$ cat src/assert_macros.svh
// Assertion macros for the RTL of the sorted group sum/average block.
// No dependencies; expects clk and rst_n in the scope of each use.
`ifndef ASSERT_MACROS_SVH
`define ASSERT_MACROS_SVH

// Property checked at every rising edge outside reset.
`define ASSERT_CLK(label, prop, msg) \
    label: assert property (@(posedge clk) disable iff (!rst_n) prop) else $error(msg);

// Condition that must never hold outside reset.
`define ASSERT_NEVER(label, cond, msg) \
    `ASSERT_CLK(label, !(cond), msg)

`endif

$ cat src/sgsa_pkg.sv
// Package for the sorted group sum/average block: item types, widths,
// command/status structs and the count clamp. No dependencies.
package sgsa_pkg;

    localparam int COUNT_BITS = 24;
    localparam int KEY_W      = 64;
    localparam int VAL_W      = 32;
    localparam int SUM_W      = 48;
    localparam int AVG_W      = 32;
    localparam int CNT_OUT_W  = 24;
    localparam int DIV_CNT_W  = $clog2(SUM_W + 1);
    localparam int CMP_W      = (COUNT_BITS > CNT_OUT_W) ? COUNT_BITS : CNT_OUT_W;
    localparam logic [CNT_OUT_W-1:0] CNT_OUT_MAX = '1;

    typedef struct packed {
        logic [KEY_W-1:0] record_key;
        logic [VAL_W-1:0] revenue;
        logic [VAL_W-1:0] rank_value;
        logic             final_record;
    } in_item_t;

    typedef struct packed {
        logic [KEY_W-1:0]     group_key;
        logic [SUM_W-1:0]     revenue_total;
        logic [AVG_W-1:0]     rank_average;
        logic [CNT_OUT_W-1:0] member_count;
        logic                 run_end;
    } out_item_t;

    typedef struct packed {
        logic load_item;
        logic check;
        logic final_snap;
        logic div_step;
        logic out_load;
    } dp_cmd_t;

    typedef struct packed {
        logic key_differs;
        logic item_final;
        logic div_done;
    } dp_status_t;

    function automatic logic [CNT_OUT_W-1:0] sat_count(input logic [COUNT_BITS-1:0] c);
        logic [CMP_W-1:0] w;
        w = CMP_W'(c);
        if (w > CMP_W'(CNT_OUT_MAX))
            return CNT_OUT_MAX;
        return CNT_OUT_W'(w);
    endfunction

endpackage

$ cat src/sgsa_datapath.sv
// Datapath: item register, group accumulators, snapshot, radix-2 divider
// and output register. Depends on sgsa_pkg.
module sgsa_datapath
    import sgsa_pkg::*;
(
    input  logic       clk,
    input  logic       rst_n,
    input  in_item_t   record,
    input  dp_cmd_t    cmd,
    output dp_status_t status,
    output out_item_t  group
);

    in_item_t              item_reg;
    logic [KEY_W-1:0]      open_key_reg;
    logic [SUM_W-1:0]      rev_acc_reg;
    logic [SUM_W-1:0]      rank_acc_reg;
    logic [COUNT_BITS-1:0] cnt_reg;
    logic                  open_reg;
    logic                  open_next;

    logic [KEY_W-1:0]      snap_key_reg;
    logic [SUM_W-1:0]      snap_rev_reg;
    logic [COUNT_BITS-1:0] snap_cnt_reg;
    logic                  snap_end_reg;
    logic [SUM_W-1:0]      quo_reg;
    logic [SUM_W-1:0]      quo_next;
    logic [COUNT_BITS-1:0] rem_reg;
    logic [COUNT_BITS-1:0] rem_next;
    logic [DIV_CNT_W-1:0]  div_cnt_reg;
    logic [DIV_CNT_W-1:0]  div_cnt_next;

    out_item_t             out_reg;

    logic                  differs;
    logic                  start_new;
    logic                  snap_any;
    logic [SUM_W:0]        rev_sum;
    logic [SUM_W:0]        rank_sum;
    logic [COUNT_BITS:0]   rem_shift;
    logic [COUNT_BITS:0]   rem_diff;
    logic                  quo_bit;

    assign differs   = open_reg && (item_reg.record_key != open_key_reg);
    assign start_new = !open_reg || differs;
    assign snap_any  = (cmd.check && differs) || cmd.final_snap;

    assign rev_sum  = {1'b0, rev_acc_reg} + (SUM_W + 1)'(item_reg.revenue);
    assign rank_sum = {1'b0, rank_acc_reg} + (SUM_W + 1)'(item_reg.rank_value);

    assign rem_shift = {rem_reg, quo_reg[SUM_W-1]};
    assign rem_diff  = rem_shift - {1'b0, snap_cnt_reg};
    assign quo_bit   = (rem_shift >= {1'b0, snap_cnt_reg});
    assign rem_next  = quo_bit ? rem_diff[COUNT_BITS-1:0] : rem_shift[COUNT_BITS-1:0];
    assign quo_next  = {quo_reg[SUM_W-2:0], quo_bit};

    always_comb
    begin
        open_next = open_reg;
        if (cmd.check)
            open_next = 1'b1;
        else if (cmd.final_snap)
            open_next = 1'b0;
    end

    always_comb
    begin
        div_cnt_next = div_cnt_reg;
        if (snap_any)
            div_cnt_next = DIV_CNT_W'(SUM_W);
        else if (cmd.div_step && (div_cnt_reg != '0))
            div_cnt_next = div_cnt_reg - DIV_CNT_W'(1);
    end

    always_ff @(posedge clk or negedge rst_n)
    begin
        if (!rst_n)
        begin
            open_reg    <= 1'b0;
            div_cnt_reg <= '0;
        end
        else
        begin
            open_reg    <= open_next;
            div_cnt_reg <= div_cnt_next;
        end
    end

    always_ff @(posedge clk)
    begin
        if (cmd.load_item)
            item_reg <= record;

        if (cmd.check)
        begin
            if (start_new)
            begin
                open_key_reg <= item_reg.record_key;
                rev_acc_reg  <= SUM_W'(item_reg.revenue);
                rank_acc_reg <= SUM_W'(item_reg.rank_value);
                cnt_reg      <= COUNT_BITS'(1);
            end
            else
            begin
                rev_acc_reg  <= rev_sum[SUM_W] ? '1 : rev_sum[SUM_W-1:0];
                rank_acc_reg <= rank_sum[SUM_W] ? '1 : rank_sum[SUM_W-1:0];
                if (cnt_reg != '1)
                    cnt_reg <= cnt_reg + COUNT_BITS'(1);
            end
        end

        if (snap_any)
        begin
            snap_key_reg <= open_key_reg;
            snap_rev_reg <= rev_acc_reg;
            snap_cnt_reg <= cnt_reg;
            snap_end_reg <= cmd.final_snap || !item_reg.final_record;
            quo_reg      <= rank_acc_reg;
            rem_reg      <= '0;
        end
        else if (cmd.div_step && (div_cnt_reg != '0))
        begin
            quo_reg <= quo_next;
            rem_reg <= rem_next;
        end

        if (cmd.out_load)
        begin
            out_reg.group_key     <= snap_key_reg;
            out_reg.revenue_total <= snap_rev_reg;
            out_reg.rank_average  <= (|quo_reg[SUM_W-1:AVG_W]) ? '1 : quo_reg[AVG_W-1:0];
            out_reg.member_count  <= sat_count(snap_cnt_reg);
            out_reg.run_end       <= snap_end_reg;
        end
    end

    assign status.key_differs = differs;
    assign status.item_final  = item_reg.final_record;
    assign status.div_done    = (div_cnt_reg == '0);
    assign group              = out_reg;

endmodule

$ cat src/sgsa_ctrl.sv
// Controller: item sequencing state machine and output valid flag.
// Depends on sgsa_pkg.
module sgsa_ctrl
    import sgsa_pkg::*;
(
    input  logic       clk,
    input  logic       rst_n,
    input  logic       record_valid,
    output logic       record_ready,
    output logic       group_valid,
    input  logic       group_ready,
    input  dp_status_t status,
    output dp_cmd_t    cmd
);

    typedef enum logic [3:0] {
        S_IDLE  = 4'b0001,
        S_CHECK = 4'b0010,
        S_FLOAD = 4'b0100,
        S_DIV   = 4'b1000
    } state_t;

    state_t state_reg;
    state_t state_next;
    logic   fin_pend_reg;
    logic   fin_pend_next;
    logic   out_valid_reg;
    logic   out_valid_next;
    logic   out_free;

    assign out_free = !out_valid_reg || group_ready;

    always_comb
    begin
        state_next    = state_reg;
        fin_pend_next = fin_pend_reg;
        cmd           = '0;
        case (state_reg)
            S_IDLE:
            begin
                cmd.load_item = record_valid;
                if (record_valid)
                    state_next = S_CHECK;
            end
            S_CHECK:
            begin
                cmd.check = 1'b1;
                if (status.key_differs)
                begin
                    fin_pend_next = status.item_final;
                    state_next    = S_DIV;
                end
                else if (status.item_final)
                    state_next = S_FLOAD;
                else
                    state_next = S_IDLE;
            end
            S_FLOAD:
            begin
                cmd.final_snap = 1'b1;
                fin_pend_next  = 1'b0;
                state_next     = S_DIV;
            end
            S_DIV:
            begin
                cmd.div_step = 1'b1;
                if (status.div_done && out_free)
                begin
                    cmd.out_load = 1'b1;
                    state_next   = fin_pend_reg ? S_FLOAD : S_IDLE;
                end
            end
            default:
            begin
                state_next = S_IDLE;
            end
        endcase
    end

    always_comb
    begin
        out_valid_next = out_valid_reg;
        if (cmd.out_load)
            out_valid_next = 1'b1;
        else if (group_ready)
            out_valid_next = 1'b0;
    end

    always_ff @(posedge clk or negedge rst_n)
    begin
        if (!rst_n)
        begin
            state_reg     <= S_IDLE;
            fin_pend_reg  <= 1'b0;
            out_valid_reg <= 1'b0;
        end
        else
        begin
            state_reg     <= state_next;
            fin_pend_reg  <= fin_pend_next;
            out_valid_reg <= out_valid_next;
        end
    end

    assign record_ready = (state_reg == S_IDLE);
    assign group_valid  = out_valid_reg;

endmodule

$ cat src/sorted_group_sum_average.sv
// Top level of the sorted group sum/average block: controller plus datapath.
// Depends on sgsa_pkg, sgsa_ctrl, sgsa_datapath and assert_macros.svh.
//
//   channel  | handshake                   | payload
//   record   | record_valid / record_ready | in_item_t  (one sorted record)
//   group    | group_valid  / group_ready  | out_item_t (one finished group)
//
// An item that closes no group passes the idle and check states. Each group
// closed adds the divider steps, one per bit of the rank sum, then the output
// load, plus the final-load state when a final record closes it.
// Reset clears the group-open flag, the state machine and the output valid.
// The output register lets the next item in while a group waits; a stalled
// output holds the divider until the register is free.
`include "assert_macros.svh"

module sorted_group_sum_average
    import sgsa_pkg::*;
(
    input  logic      clk,
    input  logic      rst_n,
    input  logic      record_valid,
    output logic      record_ready,
    input  in_item_t  record,
    output logic      group_valid,
    input  logic      group_ready,
    output out_item_t group
);

    dp_cmd_t    cmd;
    dp_status_t status;

    sgsa_ctrl u_ctrl (
        .clk          (clk),
        .rst_n        (rst_n),
        .record_valid (record_valid),
        .record_ready (record_ready),
        .group_valid  (group_valid),
        .group_ready  (group_ready),
        .status       (status),
        .cmd          (cmd)
    );

    sgsa_datapath u_datapath (
        .clk    (clk),
        .rst_n  (rst_n),
        .record (record),
        .cmd    (cmd),
        .status (status),
        .group  (group)
    );

    `ASSERT_CLK(a_busy_after_item, record_valid && record_ready |=> !record_ready, "still ready")
    `ASSERT_NEVER(a_count_nonzero, group_valid && (group.member_count == '0), "empty group emitted")
    `ASSERT_NEVER(a_pending_final, group_valid && !group.run_end && record_ready, "final group lost")
    `ASSERT_CLK(a_load_when_free, cmd.out_load |-> (!group_valid || group_ready), "output overwritten")

endmodule

$ cat config.mk
export PLATFORM = sky130hd
export DESIGN_NAME = sorted_group_sum_average
export DESIGN_NICKNAME = d
export VERILOG_FILES = /design/src/sgsa_pkg.sv /design/src/sgsa_datapath.sv /design/src/sgsa_ctrl.sv /design/src/sorted_group_sum_average.sv
export VERILOG_INCLUDE_DIRS = /design/src /design/src/src
export SDC_FILE = /design/constraint.sdc
export NUM_CORES = 1
export LEC_CHECK = 0
export BUFFER_PORTS_ARGS = -buffer_cell sky130_fd_sc_hd__buf_2
export CORE_MARGIN = 3
export CORE_UTILIZATION = 30
export CTS_CLUSTER_DIAMETER = 200
export DETAILED_ROUTE_END_ITERATION = 12
export HOLD_SLACK_MARGIN = 0.06
export SYNTH_ARGS = -nofsm -noshare
export SYNTH_HDL_FRONTEND = slang
export SYNTH_SLANG_ARGS = --single-unit
$ cat constraint.sdc
create_clock -name clk -period 18.6 [get_ports clk]
set_input_delay 1.86 -clock clk [delete_from_list [all_inputs] [get_ports clk]]
set_output_delay 1.86 -clock clk [all_outputs]
set_load 0.02 [all_outputs]
# Yosys cells after proc, flatten, opt, wreduce, memory -nomap -nowiden

Index checks and enable logic that the tools add are counted.

Register bits after elaboration: 704
Memories kept: 0
Latch bits: 0
Word-level logic and storage cells: 96
RAM bits: 0
ROM bits: 0

$mul: 0
Add/sub/neg operators: 5
Eq/ne operators: 9
Div/mod/pow operators: 0
Multiplexer cells: 31
$lt $le $gt $ge: 2
Bitwise operators: 0
Shifts and indexed selects: 0
Reductions and logical operators: 23

Operators with widths:

| operator                                                           | number |
|---|---|
| 48-bit 2-to-1 mux                                                  | 4 |
| 48-bit by 32-bit adder with 49-bit output                          | 2 |
| 24-bit 2-to-1 mux                                                  | 4 |
| 32-bit 2-to-1 mux                                                  | 2 |
| 64-bit inequality test                                             | 1 |
| 25-bit by 24-bit >= comparator with 1-bit output                   | 1 |
| 24-bit by 1-bit adder with 24-bit output, second input constant    | 1 |
| 24-bit > comparator, second input constant                         | 1 |
| 24-bit inequality test, second input constant                      | 1 |
| 24-bit subtractor                                                  | 1 |
| 4-bit case mux with 4 select lines                                 | 1 |
| 16-bit OR reduction                                                | 1 |
| 4-bit 2-to-1 mux                                                   | 3 |
| 6-bit 2-to-1 mux                                                   | 2 |
| 1-bit 2-to-1 mux                                                   | 11 |
| 2-bit nonzero test                                                 | 5 |
| 2-bit AND reduction                                                | 4 |
| 6-bit logical NOT                                                  | 1 |
| 3-bit 2-to-1 mux                                                   | 2 |
| 6-bit nonzero test                                                 | 1 |
| 6-bit by 1-bit subtractor with 6-bit output, second input constant | 1 |
| 4-bit by 1-bit == test with 1-bit output, second input constant    | 1 |
| 4-bit by 2-bit == test with 1-bit output, second input constant    | 1 |
| 4-bit by 3-bit == test with 1-bit output, second input constant    | 1 |
| other kinds (8)                                                    | 17 |

# Longest topological paths before layout

Gate-level depths: netlist (run 1).

Word-level depth: 8
Gate-level depth with buffers: 13
Gate-level depth less buffers: 12

# Hierarchy

Synthesis (run 1) repeated with hierarchy kept, for this count alone.

Cell total of the unflattened synthesis: 2,157
Area, all modules: 30,561.8 um^2

By module, submodules not included:

| module        | cells each | instances | area each (um^2) |
|---|---|---|---|
| sgsa_datapath | 2,123      | 1         | 30,216.5 |
| sgsa_ctrl     | 34         | 1         | 345.3 |

# Worst setup path after synthesis (run 1)

OpenSTA, ideal clock, no wires.

Path type: input-to-reg
Start point: input group_ready
End point: register u_datapath.out_reg (netlist bit u_datapath.group[0]), enable pin
Arrival: 9,127 ps
Setup slack: 8,771 ps
Path buffers: 0
Required time: 17,899 ps
Stages: 3
Cell sequence: nand2b_1 -> nand3_1 -> nor2_1

RTL lines:

| what        | line                           | source |
|---|---|---|
| from (decl) | sorted_group_sum_average.sv:25 | `input logic group_ready,` |
| to (decl)   | sgsa_datapath.sv:33            | `out_item_t out_reg;` |

# Final worst setup path (run 1)

Start point: register u_datapath.open_key_reg[6]
End point: register u_datapath.snap_rev_reg[1], enable pin

Cells in the longest elaborated chain, start to end: 4

Ends and longest elaborated chain:

| what                    | line                 | source |
|---|---|---|
| from (decl)             | sgsa_datapath.sv:15  | `logic [KEY_W-1:0] open_key_reg;` |
| from (signal assigned)  | sgsa_datapath.sv:98  | `open_key_reg <= item_reg.record_key;` |
| 64-bit inequality test  | sgsa_datapath.sv:44  | `assign differs = open_reg && (item_reg.record_key != open_key_reg);` |
| 1-bit logical AND       | sgsa_datapath.sv:44  |  |
| 1-bit logical AND       | sgsa_datapath.sv:46  | `assign snap_any = (cmd.check && differs) \|\| cmd.final_snap;` |
| 1-bit logical OR        | sgsa_datapath.sv:46  |  |
| via u_datapath.snap_any | sgsa_datapath.sv:37  | `logic snap_any;` |
| to (signal assigned)    | sgsa_datapath.sv:115 | `snap_rev_reg <= rev_acc_reg;` |
| to (decl)               | sgsa_datapath.sv:23  | `logic [SUM_W-1:0] snap_rev_reg;` |

The timed path passes the listed nets, and every way through them passes these cells.
A chain may end at the register's enable or synchronous reset.

==> impl_metrics.yaml, run 1 <==
min_path:
  hold_path.class: "flip-flop to flip-flop"
  whs_path_depth: 0
  min_from: "u_datapath.snap_key_reg[13]"
sta:
  fin_crit_ps: 4670
  fin_crit_sh_pct: 25.1
  fmax_mhz: 214
  hold_violations: 0
  rsz0062_at_grt: "false"
  max_slew.worst_pin.slew_ps: 1120
  setup_viol: 0
  slew_headroom_pct: 25.6
  fin_skew_ps: 21.8
  slew_violations: 0
  tns_ps: 0
synthesis:
  syn_avg_cell_area_um2: 14.1
  synth_most_common_cell: "edfxtp_1"
  synthCells: 2133
  synth_edf_count: 667
  async_flop_share_pct: 1.85
  yosysUniqueCellTypes: 85
  synth_ff_type: "edfxtp_1"
  synth_area_leader_cell: "edfxtp_1"
  syn_area_um2: 30100
  synthTopCellsByArea: "edfxtp_1, ha_1, xor2_1"
  synth_warnings: 0
  yosysTopAreaCellShare_pct: 66.6
  synth-seq-area-share_pct: 69.3
  synth_fp_nets: 2360
  synth_seq_cells: 704
  ys_top_cells_by_count: "edfxtp_1, nand2_1, nor2_1"
detailed_routing:
  drcViolationCount: 0
  vias: 17700
  ant_nets: 0
  drt_wl_total_um: 70200
  vias_per_cell: 4.66
  wl_per_cell_um: 18.5
  drt_iter0_drc: 1152
  drtPass1Iterations: 6
final_layout:
  drive_gt1_share_pct: 22.2
  syn_to_final_growth_pct: 18.4
  fin_nets: 2673
  fillerInstances: 9405
  largest_reg_flops: 169
  stdcell_count: 3802
  fin_area_um2: 35600
die:
  dieWidth_um: 323
  pin_count: 304
  die_area_um2: 104000
  row_count: 115
  initial_core_util_pct: 30.4
  die_y_um: 323
  core_um2: 98900
place:
  port_buffers: 303
  placed_cell_area_um2: 33000
  place_inst: 3655
  gp_congestion: 0.840
  dp_hpwl_um: 48300
clock_tree:
  root_buffer: "clkbuf_16"
  ctsHoldBuffers: 0
  cts_sinks: 704
  numCtsBuffers: 76
  cts.reportedPaths.clkPinSlew_ps: 60
  ctsResizeCount: 0
  clk_path_buf_depth: 3
  clk_latency_ps: 630
  h-tree-depth: 3
  cts_tree: "built"
  cts_setup_buffers: 0
setup_path:
  crit_buf_inv: 3
  crit_fanout: 76
  arrival_ps: 4920
  crit_chain: "xor2_1 -> nor4_1 -> nand4_1 -> nor4_2 -> nor2b_1 -> a21boi_4 -> buf_4 -> inv_6 -> buf_4"
  crit_top_cell: "buf_4"
  cp_top_family: "buffers and inverters"
  crit_path_max_incr_delay_ps: 740
  slowest_stage: "buf_4"
  cp.depth: 9
  crit_path_start_kind: "flip-flop"
  r2r-start: "u_datapath.open_key_reg[6]"
  crit_path_end_kind: "flip-flop"
  crit_required_ps: 18850
  reg2reg_depth: 9
  worstSetupPathType: "flip-flop to flip-flop"
  cp-startpoint: "u_datapath.open_key_reg[6]"
job:
  cap_violations: 0
global_route:
  grt_pass1_wl_um: 105000
  grt_max_degree: 77
  overflow: 0
  grt_pass1_vias: 17400
  grt_antenna_before_repair: 6
  track_usage_pct: 13.2
pwr:
  pwr_density_cell_nw_per_um2: 125
  p_leak_nw: 12.8
  ir_drop_mv: 0.0669
  power_mw: 4.45
outcome:
  status: "finished, final reports clean"
-- cells in the final DEF (no fill, tap or decap), types with 7 or more instances in the layout --
| cell type | Yosys | layout |
|---|---|---|
| nor3_1 | 32 | 32 |
| buf_4 | 3 | 15 |
| a21oi_1 | 105 | 104 |
| nand2_1 | 151 | 150 |
| o21a_1 | 8 | 8 |
| a211oi_1 | 21 | 21 |
| mux2_2 | 47 | 47 |
| clkbuf_16 | 0 | 76 |
| edfxtp_1 | 667 | 667 |
| ha_1 | 91 | 91 |
| mux2i_1 | 8 | 8 |
| a31oi_1 | 33 | 32 |
| clkinv_1 | 0 | 14 |
| nor2_1 | 129 | 127 |
| dfxtp_1 | 24 | 24 |
| nor2b_1 | 16 | 16 |
| inv_1 | 61 | 58 |
| dfrtp_1 | 12 | 12 |
| xnor2_1 | 54 | 54 |
| a21o_1 | 37 | 37 |
| and2_1 | 10 | 9 |
| o21ai_0 | 97 | 97 |
| clkbuf_1 | 63 | 7 |
| xor2_1 | 111 | 111 |
| nor4_1 | 24 | 23 |
| clkinvlp_4 | 0 | 7 |
| nand3_1 | 85 | 85 |
| nand2b_1 | 10 | 10 |
| bufinv_16 | 0 | 9 |
| buf_2 | 15 | 303 |
| a2bb2oi_1 | 14 | 14 |
| or2_2 | 35 | 35 |
| and3_1 | 23 | 23 |
| or3_1 | 7 | 7 |
| clkinv_2 | 0 | 15 |
| o211ai_1 | 7 | 7 |
| nand4_1 | 22 | 22 |
-- cells by family (layout without fill, tap and decap cells) --
| group | Yosys count | count (layout) | share of synthesized area (%) |
|---|---|---|---|
| XOR/XNOR | 165 | 165 | 4.81 |
| AO/OA/AOI/OAI | 398 | 398 | 8.56 |
| flip-flops | 704 | 704 | 69.3 |
| multiplexers | 55 | 55 | 2.03 |
| buffers and inverters | 145 | 521 | 1.91 |
| adder cells (fa/ha/maj) | 94 | 94 | 3.99 |
| AND/OR/NAND/NOR | 572 | 572 | 9.39 |
| other | 0 | 6 | 0 |
-- where the power goes --
part / internal, mW / leakage [nW] / switching [mW] / total [mW]
clock: 0.894 / 1.24 / 0.637 / 1.53
sequential: 2.03 / 6.40 / 0.119 / 2.15
combinational: 0.291 / 5.14 / 0.475 / 0.766
-- worst register-to-register path, delay by kind of cell (launching register included) --
kind,cells,cell delay (ps)
xor+xnor,1,180
compound gates,1,260
simple gates,4,1440
buf+inv,3,1950
flops,1,410
-- through the flow --
step	hold WS [ps]	utilization, %	setup slack (ps)
after global placement	400	33.4	13950
after CTS	400	36.0	13820
after floorplan	400	-	8770
final	404	36.0	13930
after global routing	408	36.0	13450
after detailed placement	405	33.4	13840
-- path summary, 6_finish.rpt --
path / to / slack [ps]
worst min register to register: u_datapath.group[118] / 400
worst max-delay path: u_datapath.snap_rev_reg[1] / 13930
worst min-delay path: u_datapath.group[118] / 400
min in group asynchronous: u_ctrl.group_valid / 1140
max in group asynchronous: u_ctrl.state_reg[0] / 17160
worst max register to register: u_datapath.snap_rev_reg[1] / 13930
-- final cells by class --
class,count,area (um^2),share of cell area (%)
Sequential cell,704,20800,58.6
Multi-Input combinational cell,1284,8700,24.5
Clock buffer,85,1960,5.50
Timing Repair Buffer,318,1630,4.58
Tap cell,1287,1610,4.53
Clock inverter,56,588,1.65
Inverter,62,240,0.675
Antenna cell,6,15.0,0.0422
-- per-layer routing --
layer  global-route usage, %  vias up  wire length [um]
li1                        -     8668                 -
met1                    17.1     8613             30800
met2                    22.0      349             34200
met3                    2.79       95              3450
met4                    4.34        0              1740
met5                       0        -                 0
Note: power is estimated with default switching activity, not from simulation.
==> inputs of run 2 (changes only) <==
- clock period: 18.6 -> 4.25 ns (I/O delays scaled with it)
==> run 2 against run 1 <==
Utilization rose by 1.4 points. Global-route usage rose by 0.33 points. Register-to-register slack got worse by 14000 ps. Clock power rose to 4.3 times the previous value. Clock skew rose by 7.9 ps. Die area did not move. Combinational power rose to 4.7 times the previous value. Power rose to 4.4 times the previous value. Final cell count rose by 3.7%. Maximum frequency rose by 22%. Via count rose by 5.0%.
==> impl_metrics.yaml, run 2 (synthesis results as in run 1) <==
final_layout:
  layout_common_cells: "edfxtp_1, buf_2, nand2_1, dlygate4sd3_1, nor2_1"
  syn_to_final_growth_pct: 23.1
  fin_nets: 2820
  largest_reg_flops: 169
  fillerInstances: 9295
  fin_area_um2: 37000
  drive_gt1_share_pct: 21.4
  final_common_cell: "edfxtp_1"
clock_tree:
  cts_sinks: 704
  h-tree-depth: 3
  root_buffer: "clkbuf_16"
  cts_tree: "built"
  clk_latency_ps: 630
  numCtsBuffers: 78
  clk_path_buf_depth: 3
  cts.reportedPaths.clkPinSlew_ps: 60
  ctsResizeCount: 0
sta:
  max_slew.worst_pin.slew_ps: 1150
  rsz0062_at_grt: "false"
  slew_violations: 0
  fin_ws_ps: 425
  whs_ps: 263
  fin_skew_ps: 29.7
  slew_headroom_pct: 23.0
  hold_violations: 0
  fmax_mhz: 261
  tns_ps: 0
  setup_viol: 0
  fin_crit_sh_pct: 90.0
  fin_crit_ps: 3830
setup_path:
  arrival_ps: 4200
  r2r-start: "u_datapath.open_key_reg[51]"
  crit_path_start_kind: "flip-flop"
  worstReg2RegEnd: "u_datapath.quo_reg[15]"
  cp-startpoint: "u_datapath.open_key_reg[51]"
  crit_path_end_kind: "flip-flop"
  r2r_slack_ps: 420
  reg2reg_depth: 8
  crit_fanout: 49
  crit_path_end: "u_datapath.quo_reg[15]"
  crit_required_ps: 4630
  worstSetupPathType: "flip-flop to flip-flop"
outcome:
  status: "finished, final reports clean"
global_route:
  track_usage_pct: 13.5
  grt_antenna_before_repair: 2
  grt_pass1_vias: 18700
  grt_pass1_wl_um: 109000
  overflow: 0
  grt_max_degree: 107
die:
  core_um2: 98900
  dieWidth_um: 323
  row_count: 115
  die_area_um2: 104000
  initial_core_util_pct: 30.4
  die_y_um: 323
  pin_count: 304
place:
  gp_congestion: 0.793
  placed_cell_area_um2: 33200
  port_buffers: 303
  place_ws_ps: 198
  dp_hpwl_um: 48000
pwr:
  p_sw_mw: 5.49
  clkPwrFrac_pct: 33.6
  p_leak_nw: 13.4
  pwr_density_cell_nw_per_um2: 528
  ir_drop_mv: 0.311
  share_comb_of_total_power_pct: 18.3
  power_mw: 19.5
  p_int_mw: 14.1
  seqPwrFrac_pct: 48.1
  switching_share_pct: 28.1
min_path:
  hold_path.class: "input pin to asynchronous set/reset pin"
detailed_routing:
  drtPass1Iterations: 5
  vias: 18600
  drt_iter0_drc: 1228
  ant_nets: 0
  drt_wl_total_um: 70800
  wl_per_cell_um: 18.0
  drcViolationCount: 0
  vias_per_cell: 4.72
job:
  cap_violations: 0
run 2: changes by cell type in the layout (fill, tap and decap cells not counted), moves of 3 or more:
cell	change
clkbuf_16	+3
inv_16	-3
clkinv_4	+5
diode_2	-3
clkinv_1	-5
buf_4	+9
inv_6	-3
dlygate4sd3_1	+131
buf_12	+5
clkbuf_1	+8
bufinv_16	-4
run 2: area by class of cell:
type                    instances  area (um^2)  area share, %
flip-flops and latches        704        20800           56.3
multi-input cells            1284         8700           23.5
repair buffers                463         3110           8.40
clock buffers                  94         2030           5.50
well taps                    1287         1610           4.35
clock inverters                46          450           1.22
inverters                      62          240          0.649
diodes                          3         7.51         0.0203
run 2: power by group through the flow:
stage / sequential, mW / clock, mW / combinational (mW)
global placement: 9.52 / 0 / 3.45
CTS: 9.41 / 6.80 / 3.61
global route: 9.50 / 7.07 / 4.02
finish: 9.40 / 6.57 / 3.58
detailed placement: 9.55 / 0 / 3.48
floorplan: 9.38 / 0 / 2.60
run 2: critical path, cell delays in order, from the launching register on:
cell,delay [ps]
edfxtp_1,400
xor2_1,170
nor4_1,540
nand4_1,310
nor4_2,660
nor2b_1,220
a21boi_4,240
buf_4,570
mux2_2,420
run 2: how the worst min path moves through the flow:
stage,start,end,slack [ps],cells past startpoint
detailed placement,rst_n,u_ctrl.group_valid,350,1
floorplan,rst_n,u_ctrl.fin_pend_reg,130,0
global placement,rst_n,u_ctrl.group_valid,350,1
global route,group_ready,u_ctrl.group_valid,250,3
CTS,group_ready,u_ctrl.group_valid,210,3
finish,rst_n,u_datapath.open_reg,260,2
run 2: through the flow:
stage	util (%)	instances
5_1_grt	37.4	3941
2_1_floorplan	-	2133
4_1_cts	37.4	3940
3_5_place_dp	33.6	3669
3_3_place_gp	33.6	3669
6_report	37.4	3943
run 2: repair_timing:
item | 4_1_cts | 5_1_grt
hold buffers | 131 | 0
setup buffers | 0 | 0
endpoints found under the setup margin | 0 | 0
endpoints found under the hold margin | 143 | 0
run 2: routing by layer:
layer  share of wire (%)  GRT usage (%)
met5                   0              0
met4                 3.7           5.88
met3                 4.8           2.43
met2                  47           22.2
met1                  44           17.5
==> inputs of run 3 (changes only) <==
- ABC_AREA: unset -> 1
- CORE_ASPECT_RATIO: unset -> 1.5
- GPL_TIMING_DRIVEN: unset -> 0
==> run 3 against run 2 <==
Critical path type unchanged. Largest power group unchanged. First-iteration DRC count rose by 35%. Final cell count rose by 48%. Register-to-register slack improved by 98 ps. Combinational power rose by 44%. Final area rose by 15%. Die area rose by 14%.
==> impl_metrics.yaml, run 3 <==
die:
  pin_count: 304
  die_y_um: 421
  dieWidth_um: 283
  row_count: 151
  die_area_um2: 119000
  core_um2: 114000
  initial_core_util_pct: 30.3
place:
  dp_hpwl_um: 77300
  placed_cell_area_um2: 38500
  gp_congestion: 0.927
  port_buffers: 303
final_layout:
  layout_common_cells: "nand2_1, edfxtp_1, inv_1, nor2_1, buf_2"
  fin_nets: 4461
  diodes: 0
  largest_reg_flops: 169
  final_common_cell: "nand2_1"
  regArea_um2: 20800
  multiInputGateArea_um2: 11100
  fin_area_um2: 42400
  syn_to_final_growth_pct: 23.1
  fillerInstances: 11400
  drive_gt1_share_pct: 12.6
clock_tree:
  clk_path_buf_depth: 3
  numCtsBuffers: 75
  cts.reportedPaths.clkPinSlew_ps: 60
  cts_sinks: 704
  cts_tree: "built"
  root_buffer: "clkbuf_16"
  cts_setup_buffers: 0
  h-tree-depth: 3
  clk_latency_ps: 680
detailed_routing:
  ant_nets: 0
  drt_iter0_drc: 1652
  drt_wl_total_um: 101000
  drtPass1Iterations: 7
  vias: 26000
  wl_per_cell_um: 17.3
  drcViolationCount: 0
  vias_per_cell: 4.46
min_path:
  hold_path.class: "input pin to flip-flop"
  whs_path_depth: 3
  min_from: "record_valid"
  min_to: "u_ctrl.state_reg[1]"
setup_path:
  arrival_ps: 4130
  reg2reg_depth: 15
  crit_chain: "nor2_1 -> nor2_1 -> nor2_1 -> nand2_1 -> nor2_1 -> nand2_1 -> nor2_1 -> nand2_1 -> nor2_2 -> inv_2 -> buf_6 -> buf_6 -> nand2_1 -> clkinvlp_4 -> buf_12"
  crit_path_start_kind: "flip-flop"
  crit_required_ps: 4650
  worstReg2RegEnd: "u_datapath.open_key_reg[5]"
  crit_top_cell: "nor2_1"
  worstSetupPathType: "flip-flop to flip-flop"
  r2r_slack_ps: 520
  crit_path_max_incr_delay_ps: 600
  crit_fanout: 36
  slowest_stage: "clkinvlp_4"
  r2r-start: "u_datapath.open_key_reg[55]"
  crit_path_end_kind: "flip-flop"
sta:
  max_slew.worst_pin.slew_ps: 1020
  slew_violations: 0
  fmax_mhz: 268
  tns_ps: 0
  fin_crit_sh_pct: 87.7
  fin_skew_ps: 43.7
  setup_viol: 0
  hold_violations: 0
  rsz0062_at_grt: "false"
  slew_headroom_pct: 32.0
  fin_crit_ps: 3730
synthesis:
  synth_fp_nets: 3925
  syn_area_um2: 34500
  yosysUniqueCellTypes: 44
  syn_avg_cell_area_um2: 9.32
  async_flop_share_pct: 1.85
  ys_top_cells_by_count: "nand2_1, edfxtp_1, inv_1"
  synth_seq_cells: 704
  synthCells: 3698
  synth-seq-area-share_pct: 60.5
  yosysTopAreaCellShare_pct: 58.1
  synth_most_common_cell: "nand2_1"
  synth_area_leader_cell: "edfxtp_1"
  synthTopCellsByArea: "edfxtp_1, nand2_1, inv_1"
  synth_ff_type: "edfxtp_1"
  synth_warnings: 0
  synth_edf_count: 667
global_route:
  grt_max_degree: 147
  overflow: 0
  grt_pass1_wl_um: 152000
  grt_pass1_vias: 26100
  track_usage_pct: 16.9
  grt_antenna_before_repair: 3
pwr:
  p_leak_nw: 18.6
  ir_drop_mv: 0.343
  power_mw: 21.8
  pwr_density_cell_nw_per_um2: 514
job:
  cap_violations: 0
outcome:
  status: "finished, final reports clean"
run 3: cell count changes in the layout (fill, tap and decap cells not counted), moves of 37 or more:
cell,before,now
clkbuf_1,15,52
inv_1,58,573
mux2_2,47,0
nand2_1,150,1232
nand3_1,85,231
nand4_1,22,69
nor2_1,127,335
xnor2_1,54,11
xor2_1,111,60
run 3: how the worst max path moves through the flow:
| stage | start | end | slack (ps) |
|---|---|---|---|
| detailed placement | u_datapath.open_key_reg[23] | u_datapath.open_key_reg[41] | 380 |
| floorplan | u_ctrl.state_reg[0] | u_datapath.group[0] | -1070 |
| finish | u_datapath.open_key_reg[55] | u_datapath.open_key_reg[5] | 520 |
| global route | u_datapath.open_key_reg[55] | u_datapath.open_key_reg[41] | 190 |
| CTS | u_datapath.item_reg[93] | u_datapath.open_key_reg[38] | 340 |
| global placement | u_ctrl.state_reg[0] | u_datapath.group[127] | -4040 |
run 3: logic make-up (layout without fill, tap and decap cells):
family | after synthesis | after routing | synth area share [%]
AO/OA/AOI/OAI | 178 | 178 | 2.74
buffers and inverters | 665 | 1263 | 7.51
AND/OR/NAND/NOR | 1986 | 1986 | 24.0
flip-flops | 704 | 704 | 60.5
adder cells (fa/ha/maj) | 94 | 94 | 3.48
XOR/XNOR | 71 | 71 | 1.80
run 3: through the flow:
step	hold slack (ps)	instances	worst slack, ps	util, %
final	142	5826	522	37.3
after global routing	123	5826	189	37.3
after CTS	77.6	5826	340	37.3
after detailed placement	342	5556	383	33.9
after global placement	327	5531	-4040	33.4
after floorplan	129	3698	-1070	-
run 3: layout make-up:
class | instances | area share (%)
tap | 1530 | 4.51
inverter | 581 | 5.15
buffer | 84 | 1.03
sequential | 704 | 49.1
timing repair buffer | 459 | 7.94
clock buffer | 92 | 4.77
clock inverter | 47 | 1.31
multi-input combinational | 2329 | 26.1
run 3: per-layer routing:
layer  vias to the layer above  wire [um]  track usage (%)
li1                      13100          -                -
met5                         -          0                0
met2                       638      50300             29.5
met4                         0       5400             8.95
met3                       234       4030             2.43
met1                     12100      41200             19.9
run 3: worst max-delay path, delay by kind of cell, from the launching register on:
kind / cells / cell delay, ps
simple gates: 10 / 1440
buf+inv: 5 / 1540
flops: 1 / 430
run 3: what timing repair did:
item                      4_1_cts  5_1_grt
gates resized for setup         0        0
hold buffers                  131        0
hold endpoints to repair      143        0
run 3: where the power goes:
part	leakage (nW)	switching, mW	internal [mW]
Clock	1.23	2.92	3.93
Sequential	6.47	0.656	9.12
Combinational	10.9	3.45	1.70
Total	18.6	7.02	14.8
